$ cat src/design/prs80_pkg.sv
// ----------------------------------------------------------------------------
// prs80_pkg
// Shared types, constants and round functions for the PRESENT-80 encryptor.
// ----------------------------------------------------------------------------
package prs80_pkg;

  localparam int unsigned BLOCK_W  = 64;
  localparam int unsigned KEY_W    = 80;
  localparam int unsigned KEY_HI_W = 16;
  localparam int unsigned ROUNDS   = 31;
  localparam int unsigned RC_W     = 5;
  localparam int unsigned CFG_IDX_W = 1;
  localparam int unsigned CFG_DATA_W = 64;

  typedef logic [BLOCK_W-1:0] block_t;
  typedef logic [KEY_W-1:0]   key_t;
  typedef logic [RC_W-1:0]    rc_t;

  typedef enum logic [CFG_IDX_W-1:0] {
    REG_KEY_LOW  = 1'b0,
    REG_KEY_HIGH = 1'b1
  } cfg_reg_t;

  function automatic logic [3:0] sbox(input logic [3:0] x);
    logic [3:0] y;
    case (x)
      4'h0:    y = 4'hC;
      4'h1:    y = 4'h5;
      4'h2:    y = 4'h6;
      4'h3:    y = 4'hB;
      4'h4:    y = 4'h9;
      4'h5:    y = 4'h0;
      4'h6:    y = 4'hA;
      4'h7:    y = 4'hD;
      4'h8:    y = 4'h3;
      4'h9:    y = 4'hE;
      4'hA:    y = 4'hF;
      4'hB:    y = 4'h8;
      4'hC:    y = 4'h4;
      4'hD:    y = 4'h7;
      4'hE:    y = 4'h1;
      4'hF:    y = 4'h2;
      default: y = 4'h0;
    endcase
    return y;
  endfunction

  function automatic block_t sub_cells(input block_t s);
    block_t r;
    for (int n = 0; n < BLOCK_W / 4; n++) begin
      r[4*n +: 4] = sbox(s[4*n +: 4]);
    end
    return r;
  endfunction

  // bit i moves to bit i/4 + 16*(i%4)
  function automatic block_t perm_layer(input block_t s);
    block_t r;
    for (int i = 0; i < BLOCK_W; i++) begin
      r[(i / 4) + (i % 4) * 16] = s[i];
    end
    return r;
  endfunction

  function automatic block_t subkey(input key_t k);
    return k[KEY_W-1 -: BLOCK_W];
  endfunction

  function automatic key_t key_update(input key_t k, input rc_t rc);
    key_t r;
    r = {k[18:0], k[KEY_W-1:19]};
    r[KEY_W-1 -: 4] = sbox(r[KEY_W-1 -: 4]);
    r[19:15] = r[19:15] ^ rc;
    return r;
  endfunction

endpackage

$ cat src/design/prs80_out_buf.sv
// ----------------------------------------------------------------------------
// prs80_out_buf
// Output register with skid entry; holds the pipeline when both are full.
// ----------------------------------------------------------------------------
module prs80_out_buf (
  input  logic              clk,
  input  logic              rst_n,
  input  logic              up_valid,
  input  prs80_pkg::block_t up_data,
  output logic              up_ready,
  output logic              dn_valid,
  output prs80_pkg::block_t dn_data,
  input  logic              dn_ready
);

  logic              out_vld_r;
  prs80_pkg::block_t out_data_r;
  logic              skid_vld_r;
  prs80_pkg::block_t skid_data_r;
  logic              push;
  logic              out_free;

  assign up_ready = !skid_vld_r;
  assign push     = up_valid && up_ready;
  assign out_free = !out_vld_r || dn_ready;

  always_ff @(posedge clk) begin
    if (!rst_n) begin
      out_vld_r  <= 1'b0;
      skid_vld_r <= 1'b0;
    end else if (out_free) begin
      if (skid_vld_r) begin
        out_vld_r  <= 1'b1;
        skid_vld_r <= 1'b0;
      end else begin
        out_vld_r <= push;
      end
    end else if (push) begin
      skid_vld_r <= 1'b1;
    end
  end

  always_ff @(posedge clk) begin
    if (out_free) begin
      out_data_r <= skid_vld_r ? skid_data_r : up_data;
    end else if (push) begin
      skid_data_r <= up_data;
    end
  end

  assign dn_valid = out_vld_r;
  assign dn_data  = out_data_r;

endmodule

$ cat config.mk
export PLATFORM = sky130hd
export DESIGN_NAME = prs80_out_buf
export DESIGN_NICKNAME = d
export VERILOG_FILES = /design/src/design/prs80_pkg.sv /design/src/design/prs80_out_buf.sv
export SDC_FILE = /design/constraint.sdc
export NUM_CORES = 1
export LEC_CHECK = 0
export BUFFER_PORTS_ARGS = -buffer_cell sky130_fd_sc_hd__buf_2
export CORE_UTILIZATION = 45
export CTS_CLUSTER_DIAMETER = 40
export DETAILED_ROUTE_END_ITERATION = 6
export PLACE_DENSITY_LB_ADDON = 0.25
export REMOVE_ABC_BUFFERS = 1
export SLEW_MARGIN = 40
export SYNTH_ARGS = -nofsm -noshare
export SYNTH_HDL_FRONTEND = slang
export SYNTH_SLANG_ARGS = --single-unit
$ cat constraint.sdc
create_clock -name clk -period 11.1 [get_ports clk]
set_clock_uncertainty 0.2 [all_clocks]
set_input_delay 3.33 -clock clk [delete_from_list [all_inputs] [get_ports clk]]
set_output_delay 3.33 -clock clk [all_outputs]
set_load 0.005 [all_outputs]
# Yosys cells after proc, flatten, opt, wreduce, memory -nomap -nowiden
# Index checks and enable logic that the tools add are counted.
# totals
out_inout_bits,66
regBits,130
# classes
mux,2
reduce_logical,6
bitwise,2
# op_table
cell,n
two-way mux 64 bit,1
zero test 1 bit,2
NOT 1 bit,2
AND reduction 2 bit,1
OR reduction 2 bit,1
logical AND 1 bit,1
logical OR 1 bit,1
two-way mux 1 bit,1

# Depth between registers and ports, before layout
# logic_depth
depth_word,4
ltp_mapped,4
ltp_nobuf,2

# Worst setup path after synthesis
# OpenSTA, ideal clock, no wires.
# synth_timing
path_type,input port to flip-flop
start,input dn_ready
end,register skid_data_r[0] (enable)
path_buffers,0
setup_time_ns,0.578
path_slack_ns,0.591
t_arrival_ns,9.731
required_time_ns,10.322
stages,2
path_cell_list,nand2b_1 -> nor3b_1
# synth_between
elab_chain_cells,3
# synth_lines
item,line,rtl
from (decl),prs80_out_buf.sv:13,input logic dn_ready
logical OR 1 bit,prs80_out_buf.sv:25,assign out_free = !out_vld_r || dn_ready;
NOT 1 bit (no line),-,
AND reduction 2 bit (no line),-,
to (signal assigned),prs80_out_buf.sv:47,skid_data_r <= up_data;
to (decl),prs80_out_buf.sv:19,prs80_pkg::block_t skid_data_r;
# Every way passes these cells.
# A chain may end at the register's enable or synchronous reset.

# Worst setup path in the final report
# layout_timing
start,input dn_ready
end,register skid_data_r[45] (enable)
# layout_between
elab_chain_cells,3
# layout_lines
item,line,rtl
logical OR 1 bit,prs80_out_buf.sv:25,
net out_free,prs80_out_buf.sv:21,logic out_free;
NOT 1 bit (no line),-,
AND reduction 2 bit (no line),-,
# The timed path passes the listed nets, and every way through them passes these cells.

==> impl_metrics.ini <==
[power_and_ir_drop]
pwr-share-clk_pct = 46.2
irDropWorstVdd_mv = 0.103
switching_share_pct = 18.7
p_sw_uw = 221
power_frac_seq_pct = 48.6
internal_power_uw = 959
p_total_uw = 1180
p_leak_uw = 0.00233
p_comb_share_pct = 5.2
power_density_nw_per_um2 = 193

[synthesis]
synth_seq_cells = 130
syn_area_um2 = 4700
avgSynthCellArea_um2 = 22.7
synth.distinct_cells = 12
ys_seq_area_share_pct = 82.6
netlist_instances = 207
yosysWarnings = 0

[job]
drv_cap = 0

[global_route]
grt_pass1_wl_mm = 12.0
grt_pass1_vias = 2387
grtUsageTotal_pct = 15.0
gr-total-overflow = 0
antenna_found_initial = 0
grt_max_degree = 67

[outcome]
status = complete, no violations

[setup_path]
cp_data_required_time_ns = 11.03
critPathCapture = skid_data_r[45]
crit_type = input pin to flop
startpoint = dn_ready
critPathCaptureType = flop
arrival_ns = 4.82
reg2reg_depth = 4
start_kind = input pin
crit_path_max_fanout = 64
crit_chain = buf_2, nand2b_4, buf_12, nor3b_2, buf_6
rr_startpoint = dn_valid
rrSetupSlack_ns = 8.84
slowest_stage = buf_6
r2r_end = skid_data_r[45]
cp_slowest_stage_delay_ns = 0.51

[floorplan]
core-area_um2 = 9950
dieArea_um2 = 10900
initial_core_util_pct = 47.2
dieHeight_um = 104
ioPinCount = 134
rows = 36
die_w_um = 104

[finish]
ff_latch_area_um2 = 3880
fill_cells = 750
final_core_util_pct = 61.5
drive_above_1_share_pct = 62.7
fin_nets = 423
multiInputGateArea_um2 = 771
mostFrequentLayoutCell = buf_2
syn2layout_area_growth_pct = 30.1
diodes = 0
mostFrequentLayoutCells = buf_2 (133), edfxtp_1 (128), mux2_2 (64)

[clock_tree]
cts_buffer_depth = 2
cts_root_buf = clkbuf_8
clk-insertion-delay-late_ns = 0.50
cts_tree = built
htreeDepth = 4
cts-hold-fix-buffers = 0
cts_setup_buffers = 0
cts.clk_slew.worst_paths_ns = 0.05
post_cts_resized = 0
clock_sinks = 130
numCtsBuffers = 17

[detailed_routing]
via_per_inst = 4.75
first_pass_iters = 4
wl_per_cell_um = 15.5
wl_mm = 7.73
drc_errors = 0
ant_nets = 0
num_vias = 2376
drt_iter0_markers = 103

[timing]
min_period_over_period_pct = 44.0
tns_ns = 0
rsz0062_at_grt = no
max_clock_freq_ghz = 0.205
finalHoldViolCount = 0
fin_crit_ns = 4.89
tightest_slew_ns = 0.618
finalMaxSlewViolations = 0
max-slew-margin-rel_pct = 58.8
setup_viol = 0

[placement]
place_congestion = 0.706
port_buffers = 133
dp_hpwl_mm = 4.76

[hold_path]
holdPathStages = 1
hold_class = flop to flop
[worst max-delay path: cells and delay by family]
| family | cells | cell delay, ns |
|---|---|---|
| buffers and inverters | 3 | 0.90 |
| AND/OR/NAND/NOR | 2 | 0.55 |
[cells by family after synthesis]
| group | count (synthesis) | synth area share (%) |
|---|---|---|
| AO/OA/AOI/OAI | 1 | 0.160 |
| buffers and inverters | 8 | 1.28 |
| multiplexers | 64 | 15.3 |
| flip-flops | 130 | 82.6 |
| AND/OR/NAND/NOR | 4 | 0.639 |
[per-layer routing]
layer	track usage [%]	up-vias	share of wire [%]
li1	-	1133	-
met1	17.3	1140	44
met2	22.9	89	46
met3	7.89	14	8.7
met4	7.14	0	1.8
met5	0	-	0
[per-stage QoR]
| step | area, µm² | setup WS, ns | hold slack [ns] | cells |
|---|---|---|---|---|
| 4_1_cts | 6120 | 6.03 | 0.346 | 500 |
| 2_1_floorplan | 4650 | 0.591 | 0.323 | 200 |
| 3_5_place_dp | 5530 | 5.50 | 0.333 | 469 |
| 6_report | 6120 | 6.21 | 0.346 | 500 |
| 5_1_grt | 6120 | 6.11 | 0.357 | 500 |
| 3_3_place_gp | 5510 | 5.41 | 0.327 | 468 |
[final cells by class]
| cell class | count | area share, % |
|---|---|---|
| Inverter | 1 | 0.0613 |
| Timing Repair Buffer | 136 | 11.6 |
| Sequential cell | 130 | 63.5 |
| Clock inverter | 13 | 2.74 |
| Clock buffer | 18 | 6.83 |
| Tap cell | 133 | 2.72 |
| Multi-Input combinational cell | 69 | 12.6 |
[how the worst min path moves through the flow]
stage	start	to	slack [ns]
3_3_place_gp	skid_data_r[4]	dn_data[4]	0.33
6_report	skid_data_r[52]	dn_data[52]	0.35
3_5_place_dp	skid_data_r[28]	dn_data[28]	0.33
5_1_grt	skid_data_r[32]	dn_data[32]	0.36
2_1_floorplan	skid_data_r[0]	dn_data[0]	0.32
4_1_cts	skid_data_r[55]	dn_data[55]	0.35
[synth_stat cells, drive strengths merged]
cell	number	area [µm²]
nand2b	1	6.26
nor2	1	3.75
edfxtp	128	3840
dfxtp	2	40.0
inv	1	3.75
mux2	64	721
a21boi	1	7.51
nor3b	2	20.0
buf	7	56.3
[sequential cells by signal, indices dropped and copies added (netlist names)]
signal and flops:
skid_vld_r 1, dn_valid 1, skid_data_r 64, dn_data 64
[power by group through the flow]
| stage | registers [µW] | logic, µW | clock network [µW] |
|---|---|---|---|
| 3_3_place_gp | 584 | 60.1 | 0 |
| 4_1_cts | 574 | 62.8 | 557 |
| 3_5_place_dp | 583 | 62.4 | 0 |
| 6_report | 574 | 61.4 | 545 |
| 5_1_grt | 575 | 67.1 | 580 |
| 2_1_floorplan | 589 | 19.6 | 0 |
(Power assumes the default switching activity.)
