### src/design/prs80_pkg.sv
// ----------------------------------------------------------------------------
// prs80_pkg
// Shared types, constants and round functions for the PRESENT-80 encryptor.
// ----------------------------------------------------------------------------
package prs80_pkg;

  localparam int unsigned BLOCK_W  = 64;
  localparam int unsigned KEY_W    = 80;
  localparam int unsigned KEY_HI_W = 16;
  localparam int unsigned ROUNDS   = 31;
  localparam int unsigned RC_W     = 5;
  localparam int unsigned CFG_IDX_W = 1;
  localparam int unsigned CFG_DATA_W = 64;

  typedef logic [BLOCK_W-1:0] block_t;
  typedef logic [KEY_W-1:0]   key_t;
  typedef logic [RC_W-1:0]    rc_t;

  typedef enum logic [CFG_IDX_W-1:0] {
    REG_KEY_LOW  = 1'b0,
    REG_KEY_HIGH = 1'b1
  } cfg_reg_t;

  function automatic logic [3:0] sbox(input logic [3:0] x);
    logic [3:0] y;
    case (x)
      4'h0:    y = 4'hC;
      4'h1:    y = 4'h5;
      4'h2:    y = 4'h6;
      4'h3:    y = 4'hB;
      4'h4:    y = 4'h9;
      4'h5:    y = 4'h0;
      4'h6:    y = 4'hA;
      4'h7:    y = 4'hD;
      4'h8:    y = 4'h3;
      4'h9:    y = 4'hE;
      4'hA:    y = 4'hF;
      4'hB:    y = 4'h8;
      4'hC:    y = 4'h4;
      4'hD:    y = 4'h7;
      4'hE:    y = 4'h1;
      4'hF:    y = 4'h2;
      default: y = 4'h0;
    endcase
    return y;
  endfunction

  function automatic block_t sub_cells(input block_t s);
    block_t r;
    for (int n = 0; n < BLOCK_W / 4; n++) begin
      r[4*n +: 4] = sbox(s[4*n +: 4]);
    end
    return r;
  endfunction

  // bit i moves to bit i/4 + 16*(i%4)
  function automatic block_t perm_layer(input block_t s);
    block_t r;
    for (int i = 0; i < BLOCK_W; i++) begin
      r[(i / 4) + (i % 4) * 16] = s[i];
    end
    return r;
  endfunction

  function automatic block_t subkey(input key_t k);
    return k[KEY_W-1 -: BLOCK_W];
  endfunction

  function automatic key_t key_update(input key_t k, input rc_t rc);
    key_t r;
    r = {k[18:0], k[KEY_W-1:19]};
    r[KEY_W-1 -: 4] = sbox(r[KEY_W-1 -: 4]);
    r[19:15] = r[19:15] ^ rc;
    return r;
  endfunction

endpackage

### src/design/prs80_round_cell.sv
// ----------------------------------------------------------------------------
// prs80_round_cell
// One registered PRESENT round: key add, S-box layer, permutation, key update.
// ----------------------------------------------------------------------------
module prs80_round_cell #(
  parameter prs80_pkg::rc_t RC = prs80_pkg::rc_t'(1)
) (
  input  logic                clk,
  input  logic                rst_n,
  input  logic                en,
  input  logic                vld_in,
  input  prs80_pkg::block_t   state_in,
  input  prs80_pkg::key_t     key_in,
  output logic                vld_out,
  output prs80_pkg::block_t   state_out,
  output prs80_pkg::key_t     key_out
);

  logic              vld_r;
  prs80_pkg::block_t state_r, state_nxt;
  prs80_pkg::key_t   key_r, key_nxt;

  always_comb begin
    state_nxt = prs80_pkg::perm_layer(
                  prs80_pkg::sub_cells(state_in ^ prs80_pkg::subkey(key_in)));
    key_nxt   = prs80_pkg::key_update(key_in, RC);
  end

  always_ff @(posedge clk) begin
    if (!rst_n) begin
      vld_r <= 1'b0;
    end else if (en) begin
      vld_r <= vld_in;
    end
  end

  always_ff @(posedge clk) begin
    if (en) begin
      state_r <= state_nxt;
      key_r   <= key_nxt;
    end
  end

  assign vld_out   = vld_r;
  assign state_out = state_r;
  assign key_out   = key_r;

endmodule

### config.mk
export PLATFORM = sky130hd
export DESIGN_NAME = prs80_round_cell
export DESIGN_NICKNAME = d
export VERILOG_FILES = /design/src/design/prs80_pkg.sv /design/src/design/prs80_round_cell.sv
export SDC_FILE = /design/constraint.sdc
export NUM_CORES = 1
export LEC_CHECK = 0
export ABC_AREA = 1
export BUFFER_PORTS_ARGS = -buffer_cell sky130_fd_sc_hd__clkbuf_2
export CORE_MARGIN = 5
export CORE_UTILIZATION = 51
export CTS_BUF_LIST = sky130_fd_sc_hd__clkbuf_4 sky130_fd_sc_hd__clkbuf_8 sky130_fd_sc_hd__clkbuf_16
export DETAILED_ROUTE_END_ITERATION = 16
export PLACE_DENSITY = 0.81
export SLEW_MARGIN = 30
export SYNTH_ARGS = -nofsm -noshare
export SYNTH_HDL_FRONTEND = slang
export SYNTH_SLANG_ARGS = --single-unit
### constraint.sdc
create_clock -name clk -period 1.7 [get_ports clk]
set_input_delay 0.17 -clock clk [delete_from_list [all_inputs] [get_ports clk]]
set_output_delay 0.17 -clock clk [all_outputs]
set_load 0.01 [all_outputs]
After elaboration in Yosys (flattened, before gate mapping)
Memories as Yosys holds them, arrays and structs flattened. A register that Yosys moved wholly into a read port is not among the register bits.
Cells that the tools add are included.
Operators by class
  bitwise logic cells: 2
Operator list (count)
  64-bit bitwise XOR: 1
  1-bit inverter: 1
Word-level totals
  register bits after elaboration: 81
  memory bits (read-only): 1088
  output and inout port bits: 145
  logic and storage cells: 21
  memories: 17
Memory list
  (no name shown): depth 16, width 4, read ports 1, clocked after Yosys merged registers in 1, wr ports 0, RTL line prs80_pkg.sv:26  | case (x)
  (no name shown): depth 16, width 4, read ports 1, clocked after Yosys merged registers in 1, wr ports 0, RTL line prs80_pkg.sv:26
  (no name shown): depth 16, width 4, read ports 1, clocked after Yosys merged registers in 1, wr ports 0, RTL line prs80_pkg.sv:26
  (no name shown): depth 16, width 4, read ports 1, clocked after Yosys merged registers in 1, wr ports 0, RTL line prs80_pkg.sv:26
  (no name shown): depth 16, width 4, read ports 1, clocked after Yosys merged registers in 1, wr ports 0, RTL line prs80_pkg.sv:26
  (no name shown): depth 16, width 4, read ports 1, clocked after Yosys merged registers in 1, wr ports 0, RTL line prs80_pkg.sv:26
  +11 memories

Longest topological paths before layout
Gate-level depths: netlist (run 1).
  word-level depth: 1
  mapped depth: 9

Least setup slack after synthesis (run 1)
Ideal clock, no wire load.
  kind: input-to-reg
  start: in state_in[9]
  end: reg state_r[50], in the netlist state_out[50] (data pin)
  setup time: 252 ps
  arrival time: 1010 ps
  required time: 1448 ps
  slack: 438 ps
  stages: 9
  buffers on the path: 0
  cells stage by stage: nand2_1 > inv_1 > nor2_1 > inv_1 > ha_1 > inv_1 > nand2_1 > nand3_1 > nand2_1
On the way
  word-level cells in the longest chain between the ends: 1
RTL lines
  start, declared: RTL line prs80_round_cell.sv:12  | input prs80_pkg::block_t state_in,
  64-bit bitwise XOR: RTL line prs80_round_cell.sv:25  | prs80_pkg::sub_cells(state_in ^ prs80_pkg::subkey(key_in)));
  end, declared: RTL line prs80_round_cell.sv:20  | prs80_pkg::block_t state_r, state_nxt;
Every way passes these cells.
A chain may end at the register's enable or synchronous reset.

Worst setup path after layout (run 1)
  start: in key_in[29]
  end: reg state_r[3], in the netlist state_out[3] (data pin)
On the way
  word-level cells in the longest chain between the ends: 1
RTL lines
  start, declared: RTL line prs80_round_cell.sv:13  | input prs80_pkg::key_t key_in,
  64-bit bitwise XOR: RTL line prs80_round_cell.sv:25
Every way passes these cells.

==> impl_metrics.csv, run 1 <==
group,metric,value,unit
route,first_pass_iters,4,
clocking,cts_tree,"done",
floorplan,initial_core_util,0.519,
clocking,numClockSinks,145,
worst_setup_path,path_class,"primary input to flip-flop",
synthesis,synthArstFlopShare,0,
floorplan,core-area,16500,um^2
worst_setup_path,r2r_cells,2,
sta,drv_slew,0,
synthesis,ys_warn_count,0,
worst_setup_path,r2r_setup_slack,1000,ps
grt,grt_pass1_wl,36100,um
worst_setup_path,critPathLaunchType,"primary input",
synthesis,syn_area_per_cell,8.12,um^2
floorplan,io_pins,293,
finish,postLayoutCellArea,11800,um^2
floorplan,die_area,19500,um^2
synthesis,synth-edff-count,144,
floorplan,die_w,140,um
worst_setup_path,cp.arrival,1780,ps
worst_setup_path,crit_path_end_kind,"flip-flop",
synthesis,syn_area,8570,um^2
place,dp_hpwl,15800,um
sta,timing.final.crit_share,0.951,
power_and_ir_drop,p_per_area,923,nW/um^2
synthesis,ys_ff_latch,145,
power_and_ir_drop,cellLeakagePower,6.50,nW
power_and_ir_drop,vdd.ir_drop.worst,0.617,mV
clocking,cts_root_buf,"clkbuf_16",
synthesis,synth_cell_types,20,
sta,fin_setup_tns,0,ps
sta,layout_min_cycle_time,1620,ps
place,portBuffers,292,
route,drc,0,
grt,first_global_vias,7830,
finish,nFillCells,1223,
synthesis,synthFlopType,"edfxtp_1",
route,drtIter0Drc,371,
route,wl_per_cell,13.2,um
clocking,htreeDepth,4,
clocking,path_clk_slew,60,ps
grt,antenna_found_initial,1,
floorplan,rows,47,
finish,drive_gt1_frac,0.248,
sta,layout_setup_ws,82.8,ps
sta,fmax,618,MHz
finish,area_delta_synth_final,37.7,%
worst_hold_path,hold_path_depth,3,
route,num_vias,7941,
clocking,cts_buffer_depth,2,
finish,nets,1649,
place,postPlaceCellArea,10400,um^2
worst_setup_path,cp.required,1870,ps
clocking,insertion_delay,410,ps
sta,worst_clock_skew,0,ps
route,drt-total-wl,22200,um
worst_setup_path,r2r_end,"vld_out",
flow_run,cap_violations,0,
worst_hold_path,holdPathEnd,"vld_out",
worst_setup_path,crit_fanout,3,
synthesis,postSynthCellCount,1056,
grt,grt.overflow.total,0,
sta,hold_violations,0,
outcome,outcome,"finished, final reports clean",
sta,setup_viol_count_final,0,
synthesis,syn-num-nets,1257,
route,vias_per_cell,4.72,
sta,holdWs,17.9,ps
place,dp_slack,123,ps
sta,max_slew.worst_pin.slew,507,ps
worst_hold_path,hp-class,"primary input to flip-flop",
place,gp_congestion,0.846,
sta,slew-limit-headroom,0.662,
grt,grt_usage,0.226,
worst_hold_path,min_from,"rst_n",
finish,post-route-util,0.715,
worst_setup_path,reg2reg_from,"vld_out",
floorplan,die_h,140,um
grt,grt_max_degree,86,
synthesis,yosysSeqAreaShare,0.507,
route,ant_nets,0,
clocking,numCtsBuffers,17,
## where the power goes
group	internal [W]	leakage, nW	switching [W]
Clock	0.00249	0.304	0.00147
Sequential	0.00441	1.42	0.000104
Combinational	0.000971	4.78	0.00146
Total	0.00787	6.50	0.00303
## synth_stat cells, types with 2 or more instances
master,instances,share of area
inv_1,172,0.075
ha_1,53,0.077
nand2_2,3,0.0022
o21ai_0,7,0.0041
edfxtp_1,144,0.50
nor2_1,64,0.028
a211oi_1,2,0.0018
a21oi_1,3,0.0018
nand3_1,67,0.039
xnor2_2,14,0.027
nand2_1,518,0.23
## critical path: stages
cell           delay [ps]
dlygate4sd3_1         540
clkbuf_2              130
nor2_1                260
nor2_1                110
ha_1                  280
inv_1                  70
nand2_1                60
nand3_1               100
nand2_1                60
## how the worst max path moves through the flow
stage	slack, ps	from	cells after the start	endpoint
2_1_floorplan	440	state_in[9]	9	state_out[50]
3_3_place_gp	180	state_in[41]	10	state_out[58]
3_5_place_dp	120	key_in[57]	10	state_out[58]
5_1_grt	-30	key_in[45]	10	state_out[7]
6_report	80	key_in[29]	9	state_out[3]
4_1_cts	40	key_in[29]	11	state_out[51]
## what timing repair did
item / in CTS / in global routing
endpoints found under the setup margin: 0 / 19
setup buffers: 0 / 0
endpoints found under the hold margin: 75 / 0
resized for setup: 0 / 15
hold buffers: 75 / 0
## cell families after synthesis
logic type / after synthesis / share of synthesized area
compound gates: 13 / 0.00861
xor+xnor: 16 / 0.0308
fa+ha+maj: 53 / 0.0774
buf+inv: 174 / 0.0771
flops: 145 / 0.507
simple gates: 655 / 0.299
## cells in the final DEF (no fill, tap or decap), drive strengths merged, types with 2 or more instances in the layout
cell type,netlist,final
o21ai,7,7
nand2,522,522
clkinv,0,6
clkbuf,0,310
ha,53,53
buf,1,8
dlygate4sd3,0,75
inv,173,174
a21oi,3,3
clkinvlp,0,2
bufinv,0,4
nand3,67,67
nor2,65,65
xnor2,16,16
edfxtp,144,144
a211oi,2,2
## routing by layer
metal	track usage	part of all wire	wire length (um)	vias to the layer above
met5	0	0	0	-
met4	0.0801	0.025	554	0
met3	0.0696	0.076	1680	36
met2	0.415	0.53	11700	265
met1	0.246	0.37	8290	3553
li1	-	-	-	4087
## registers in the layout, summed over array words and instances (netlist names)
name       cells
key_out       80
state_out     64
vld_out        1
## cell type report
type	instances	area (um^2)	share of cell area
Tap cell	220	275	0.0233
Sequential cell	145	4340	0.368
Timing Repair Buffer	374	2300	0.194
Inverter	173	649	0.0550
Clock buffer	19	440	0.0373
Clock inverter	13	185	0.0157
Antenna cell	1	2.50	0.000212
Multi-Input combinational cell	737	3620	0.306
## stage by stage
| step | total power (W) | std cells |
|---|---|---|
| 6_report | 0.0109 | 1682 |
| 5_1_grt | 0.0115 | 1682 |
| 4_1_cts | 0.0109 | 1681 |
| 3_5_place_dp | 0.00683 | 1574 |
| 3_3_place_gp | 0.00675 | 1574 |
| 2_1_floorplan | 0.00587 | 1056 |
No activity file was read; power rests on OpenSTA's default activity.
==> inputs of run 2 (changes only) <==
--- a/config.mk
+++ b/config.mk
@@ -6,12 +6,12 @@
 export NUM_CORES = 1
 export LEC_CHECK = 0
 export ABC_AREA = 1
-export BUFFER_PORTS_ARGS = -buffer_cell sky130_fd_sc_hd__clkbuf_2
 export CORE_MARGIN = 5
-export CORE_UTILIZATION = 51
+export CORE_UTILIZATION = 60
 export CTS_BUF_LIST = sky130_fd_sc_hd__clkbuf_4 sky130_fd_sc_hd__clkbuf_8 sky130_fd_sc_hd__clkbuf_16
 export DETAILED_ROUTE_END_ITERATION = 16
-export PLACE_DENSITY = 0.81
+export DONT_BUFFER_PORTS = 1
+export PLACE_DENSITY = 0.76
 export SLEW_MARGIN = 30
 export SYNTH_ARGS = -nofsm -noshare
 export SYNTH_HDL_FRONTEND = slang
==> run 2 against run 1 <==
  * Fmax rose by 12%
  * Combinational power down 39%
  * First-iteration DRC count up 16%
  * Global-route usage increased by 2.3 points
  * Utilization increased by 2.1 points
  * Clock power fell by 5.1%
  * The run now ends with hold timing left
  * Highest routed layer unchanged
==> impl_metrics.csv, run 2 (synthesized netlist as in run 1, its figures left out) <==
group,metric,value,unit
outcome,outcome,"complete, but fails checks",
outcome,violations,"hold timing",
finish,drive_gt1_frac,0.0486,
clocking,cts_tree,"done",
finish,largest_reg_flops,80,
clocking,cts-resized-gates,0,
grt,grt_pass1_wl,32600,um
floorplan,die_w,130,um
power_and_ir_drop,cellLeakagePower,5.27,nW
clocking,cts_root_buf,"clkbuf_16",
power_and_ir_drop,p_sw_frac,0.264,
place,portBuffers,0,
route,wl_per_cell,15.2,um
sta,drv_slew,0,
power_and_ir_drop,p_per_area,984,nW/um^2
worst_setup_path,crit_family,"buffers and inverters",
worst_setup_path,cp.required,1870,ps
finish,nets,1361,
worst_hold_path,min_from,"en",
flow_run,cap_violations,0,
clocking,cts_buffer_depth,2,
power_and_ir_drop,p_comb_frac,0.148,
floorplan,io_pins,293,
grt,first_global_vias,6878,
sta,fin_setup_tns,0,ps
grt,grt_max_degree,147,
route,drt-total-wl,20600,um
place,dp_hpwl,14500,um
floorplan,die_h,130,um
sta,layout_min_cycle_time,1450,ps
sta,worst_clock_skew,0,ps
clocking,numCtsBuffers,17,
route,vias_per_cell,5.13,
floorplan,core-area,13900,um^2
route,drtIter0Drc,429,
worst_setup_path,r2r_end,"vld_out",
route,ant_nets,0,
floorplan,initial_core_util,0.615,
sta,holdWs,-138,ps
sta,layout_setup_ws,251,ps
worst_setup_path,cp_slowest_cell,"dlygate4sd3_1",
grt,grt.overflow.total,0,
place,gp_congestion,0.832,
finish,mostFrequentLayoutCells,"518 x nand2_1, 172 x inv_1, 144 x edfxtp_1",
floorplan,die_area,16800,um^2
sta,max_slew.worst_pin.slew,468,ps
grt,antenna_found_initial,1,
power_and_ir_drop,switchingPower,0.00266,W
clocking,path_clk_slew,60,ps
sta,slew-limit-headroom,0.687,
sta,setup_viol_count_final,0,
power_and_ir_drop,total_power,0.0101,W
route,first_pass_iters,5,
clocking,numClockSinks,145,
clocking,postCtsHoldBufs,82,
worst_hold_path,hold_path_depth,0,
grt,grt_usage,0.249,
worst_setup_path,cp.arrival,1620,ps
place,dp_slack,273,ps
worst_hold_path,hp-class,"primary input to flip-flop",
clocking,post_cts_buffers,0,
clocking,htreeDepth,4,
worst_setup_path,crit_chain,"dlygate4sd3_1, a211oi_1, nor2_1, dlygate4sd3_1",
sta,rsz0062_at_grt,"false",
worst_setup_path,reg2reg_from,"vld_out",
worst_setup_path,crit_path_max_incr_delay,570,ps
route,drc,0,
clocking,insertion_delay,410,ps
power_and_ir_drop,p_clk_frac,0.373,
worst_setup_path,critPathLaunchType,"primary input",
worst_setup_path,crit_buf_inv,2,
sta,timing.final.crit_share,0.853,
sta,hold_violations,102,
finish,area_delta_synth_final,19.5,%
sta,fmax,690,MHz
floorplan,rows,43,
worst_setup_path,crit_path_end_kind,"flip-flop",
worst_setup_path,path_class,"primary input to flip-flop",
worst_hold_path,holdPathEnd,"key_out[76]",
finish,final_common_cell,"nand2_1",
power_and_ir_drop,vdd.ir_drop.worst,0.593,mV
route,num_vias,6942,
worst_setup_path,r2r_cells,3,
worst_setup_path,cpMostUsedCell,"dlygate4sd3_1",
worst_setup_path,r2r_setup_slack,480,ps
power_and_ir_drop,intPower,0.00742,W
power_and_ir_drop,power_frac_seq,0.479,
worst_setup_path,crit_fanout,10,
-- run 2: power by group through the flow --
stage / Clock [W] / Sequential [W] / Combinational [W]
finish: 0.00376 / 0.00483 / 0.00149
global route: 0.00401 / 0.00486 / 0.00176
CTS: 0.00383 / 0.00484 / 0.00148
detailed placement: 0 / 0.00490 / 0.00131
global placement: 0 / 0.00491 / 0.00126
floorplan: 0 / 0.00479 / 0.00108
-- run 2: cell type report --
class,instances,area (um^2)
diodes,1,2.50
fillers,952,3690
well taps,180,225
flip-flops and latches,145,4340
inverters,173,649
repair buffers,86,851
clock buffers,23,502
clock inverters,9,105
multi-input cells,737,3570
-- run 2: worst register-to-register path, stage by stage, from the launching register on --
cell	delay (ps)
dfxtp_1	340
o21ai_0	160
a21oi_1	50
dlygate4sd3_1	550
-- run 2: how the worst max path moves through the flow --
stage	startpoint	to	slack [ps]	cells past startpoint
floorplan	state_in[9]	state_out[50]	440	9
global route	key_in[17]	key_out[77]	260	4
global placement	state_in[37]	state_out[57]	310	9
CTS	key_in[17]	key_out[77]	300	4
detailed placement	state_in[37]	state_out[57]	270	9
finish	key_in[17]	key_out[77]	250	4
-- run 2: per-layer routing --
metal	routed length [um]	global-route usage	part of all wire
met1	7470	0.268	0.36
met2	10300	0.443	0.50
met3	2320	0.102	0.11
met5	0	0	0
met4	453	0.0880	0.022
-- run 2: through the flow --
| step | instance area, um^2 | instances | hold slack, ps | utilization |
|---|---|---|---|---|
| floorplan | 8570 | 1056 | 263 | - |
| global placement | 8820 | 1239 | 269 | 0.633 |
| detailed placement | 8820 | 1239 | 269 | 0.633 |
| CTS | 10200 | 1353 | -162 | 0.735 |
| global route | 10200 | 1354 | -174 | 0.735 |
| finish | 10200 | 1354 | -138 | 0.735 |
==> inputs of run 3 (changes only) <==
--- a/config.mk
+++ b/config.mk
@@ -6,7 +6,6 @@
 export NUM_CORES = 1
 export LEC_CHECK = 0
 export ABC_AREA = 1
-export CORE_MARGIN = 5
 export CORE_UTILIZATION = 60
 export CTS_BUF_LIST = sky130_fd_sc_hd__clkbuf_4 sky130_fd_sc_hd__clkbuf_8 sky130_fd_sc_hd__clkbuf_16
 export DETAILED_ROUTE_END_ITERATION = 16
==> run 3 against run 2 <==
  * The flow still finishes with violations (hold timing)
  * Fmax rose by 0.61%
  * Global-route usage rose by 1.7 points
  * Power fell by 0.37%
  * Die area fell by 12%
==> impl_metrics.csv, run 3 (synthesized netlist as in run 1, its figures left out) <==
group,metric,value,unit
finish,seqCellArea,4340,um^2
sta,timing.final.crit_share,0.847,
finish,nFillCells,955,
floorplan,die_w,122,um
clocking,cts_root_buf,"clkbuf_16",
clocking,cts-resized-gates,0,
clocking,path_clk_slew,60,ps
floorplan,core-area,13900,um^2
power_and_ir_drop,p_comb_frac,0.149,
sta,slew-limit-headroom,0.738,
outcome,outcome,"complete, but fails checks",
floorplan,rows,43,
route,ant_nets,0,
grt,grt_max_degree,147,
power_and_ir_drop,cellLeakagePower,5.26,nW
finish,multi_input_area,3570,um^2
worst_setup_path,cpMostUsedCell,"dlygate4sd3_1",
grt,antenna_found_initial,1,
sta,hold_violations,92,
worst_setup_path,crit_fanout,5,
route,drc,0,
power_and_ir_drop,intPower,0.00737,W
finish,area_delta_synth_final,19.4,%
place,portBuffers,0,
sta,worst_clock_skew,0,ps
grt,grt.overflow.total,0,
flow_run,cap_violations,0,
finish,largest_reg_flops,80,
clocking,cts_buffer_depth,2,
clocking,numCtsBuffers,17,
finish,mostFrequentLayoutCells,"518 x nand2_1, 172 x inv_1, 144 x edfxtp_1",
place,gp_congestion,0.870,
grt,first_global_vias,6577,
route,vias_per_cell,5.12,
power_and_ir_drop,power_frac_seq,0.480,
sta,max_slew.worst_pin.slew,392,ps
worst_setup_path,critPathLaunchType,"primary input",
route,num_vias,6928,
clocking,htreeDepth,4,
clocking,numClockSinks,145,
sta,fmax,694,MHz
finish,final_common_cell,"nand2_1",
sta,rsz0062_at_grt,"false",
power_and_ir_drop,p_clk_frac,0.371,
floorplan,io_pins,293,
grt,grt_usage,0.266,
worst_setup_path,cp.required,1870,ps
worst_setup_path,cp_slowest_cell,"dlygate4sd3_1",
clocking,insertion_delay,420,ps
clocking,cts_tree,"done",
worst_setup_path,crit_path_end_kind,"flip-flop",
place,dp_hpwl,13200,um
worst_setup_path,path_class,"primary input to flip-flop",
power_and_ir_drop,vdd.ir_drop.worst,0.641,mV
worst_hold_path,hp-class,"primary input to flip-flop",
grt,grt_pass1_wl,30100,um
clocking,post_cts_buffers,0,
clocking,postCtsHoldBufs,82,
sta,fin_setup_tns,0,ps
floorplan,die_h,122,um
sta,layout_min_cycle_time,1440,ps
route,drtIter0Drc,413,
route,drt-total-wl,19500,um
floorplan,initial_core_util,0.615,
outcome,violations,"hold timing",
power_and_ir_drop,p_sw_frac,0.266,
power_and_ir_drop,switchingPower,0.00267,W
worst_setup_path,crit_path_max_incr_delay,590,ps
sta,holdWs,-138,ps
worst_setup_path,cp.arrival,1620,ps
finish,nets,1361,
power_and_ir_drop,p_per_area,981,nW/um^2
sta,setup_viol_count_final,0,
route,first_pass_iters,5,
sta,drv_slew,0,
route,wl_per_cell,14.4,um
floorplan,die_area,14800,um^2
worst_setup_path,crit_chain,"dlygate4sd3_1, a211oi_1, dlygate4sd3_1, nor2_1",
finish,drive_gt1_frac,0.0486,
## run 3: cell count changes in the layout (fill, tap and decap cells not counted)
cell and change:
clkinv_2 -1, clkinvlp_4 +1, clkbuf_4 +2, clkbuf_8 -2
## run 3: routing by layer
metal  global-route usage  wire length (um)  vias up
met5                    0                 0        -
met4                0.133               699        0
met3               0.0861              1640       50
met2                0.479              9860      271
met1                0.276              7280     3118
li1                     -                 -     3489
## run 3: power by group through the flow
stage / clock, W / combinational (W) / sequential, W
6_report: 0.00372 / 0.00150 / 0.00482
2_1_floorplan: 0 / 0.00108 / 0.00479
3_5_place_dp: 0 / 0.00130 / 0.00489
3_3_place_gp: 0 / 0.00126 / 0.00489
4_1_cts: 0.00376 / 0.00148 / 0.00482
5_1_grt: 0.00390 / 0.00174 / 0.00486
## run 3: final timing paths
path                            startpoint     endpoint  slack (ps)  cells after the start
worst min-delay path                    en  key_out[23]        -140                      0
worst max-delay path            key_in[15]  key_out[77]         260                      4
worst min register to register     vld_out      vld_out        1170                      3
worst max register to register     vld_out      vld_out         460                      3
## run 3: critical path, delay by kind of cell
family	cells	cell delay, ps
buffers and inverters	2	1160
AOI/OAI and AO/OA	1	240
and+or+nand+nor	1	40
## run 3: through the flow
step                      cell area (um^2)  setup slack [ps]  total power [W]  instances  utilization
after floorplan                       8570               438          0.00587       1056            -
after global placement                8820               314          0.00615       1239        0.633
after detailed placement              8820               264          0.00620       1239        0.633
after CTS                            10200               354           0.0101       1353        0.734
after global routing                 10200               267           0.0105       1353        0.734
final                                10200               259           0.0100       1354        0.735
## run 3: layout make-up
class                           count  area share
Timing Repair Buffer               86      0.0831
Inverter                          173      0.0634
Tap cell                          180      0.0220
Clock inverter                      9      0.0105
Clock buffer                       23      0.0478
Sequential cell                   145       0.424
Antenna cell                        1    0.000244
Multi-Input combinational cell    737       0.349
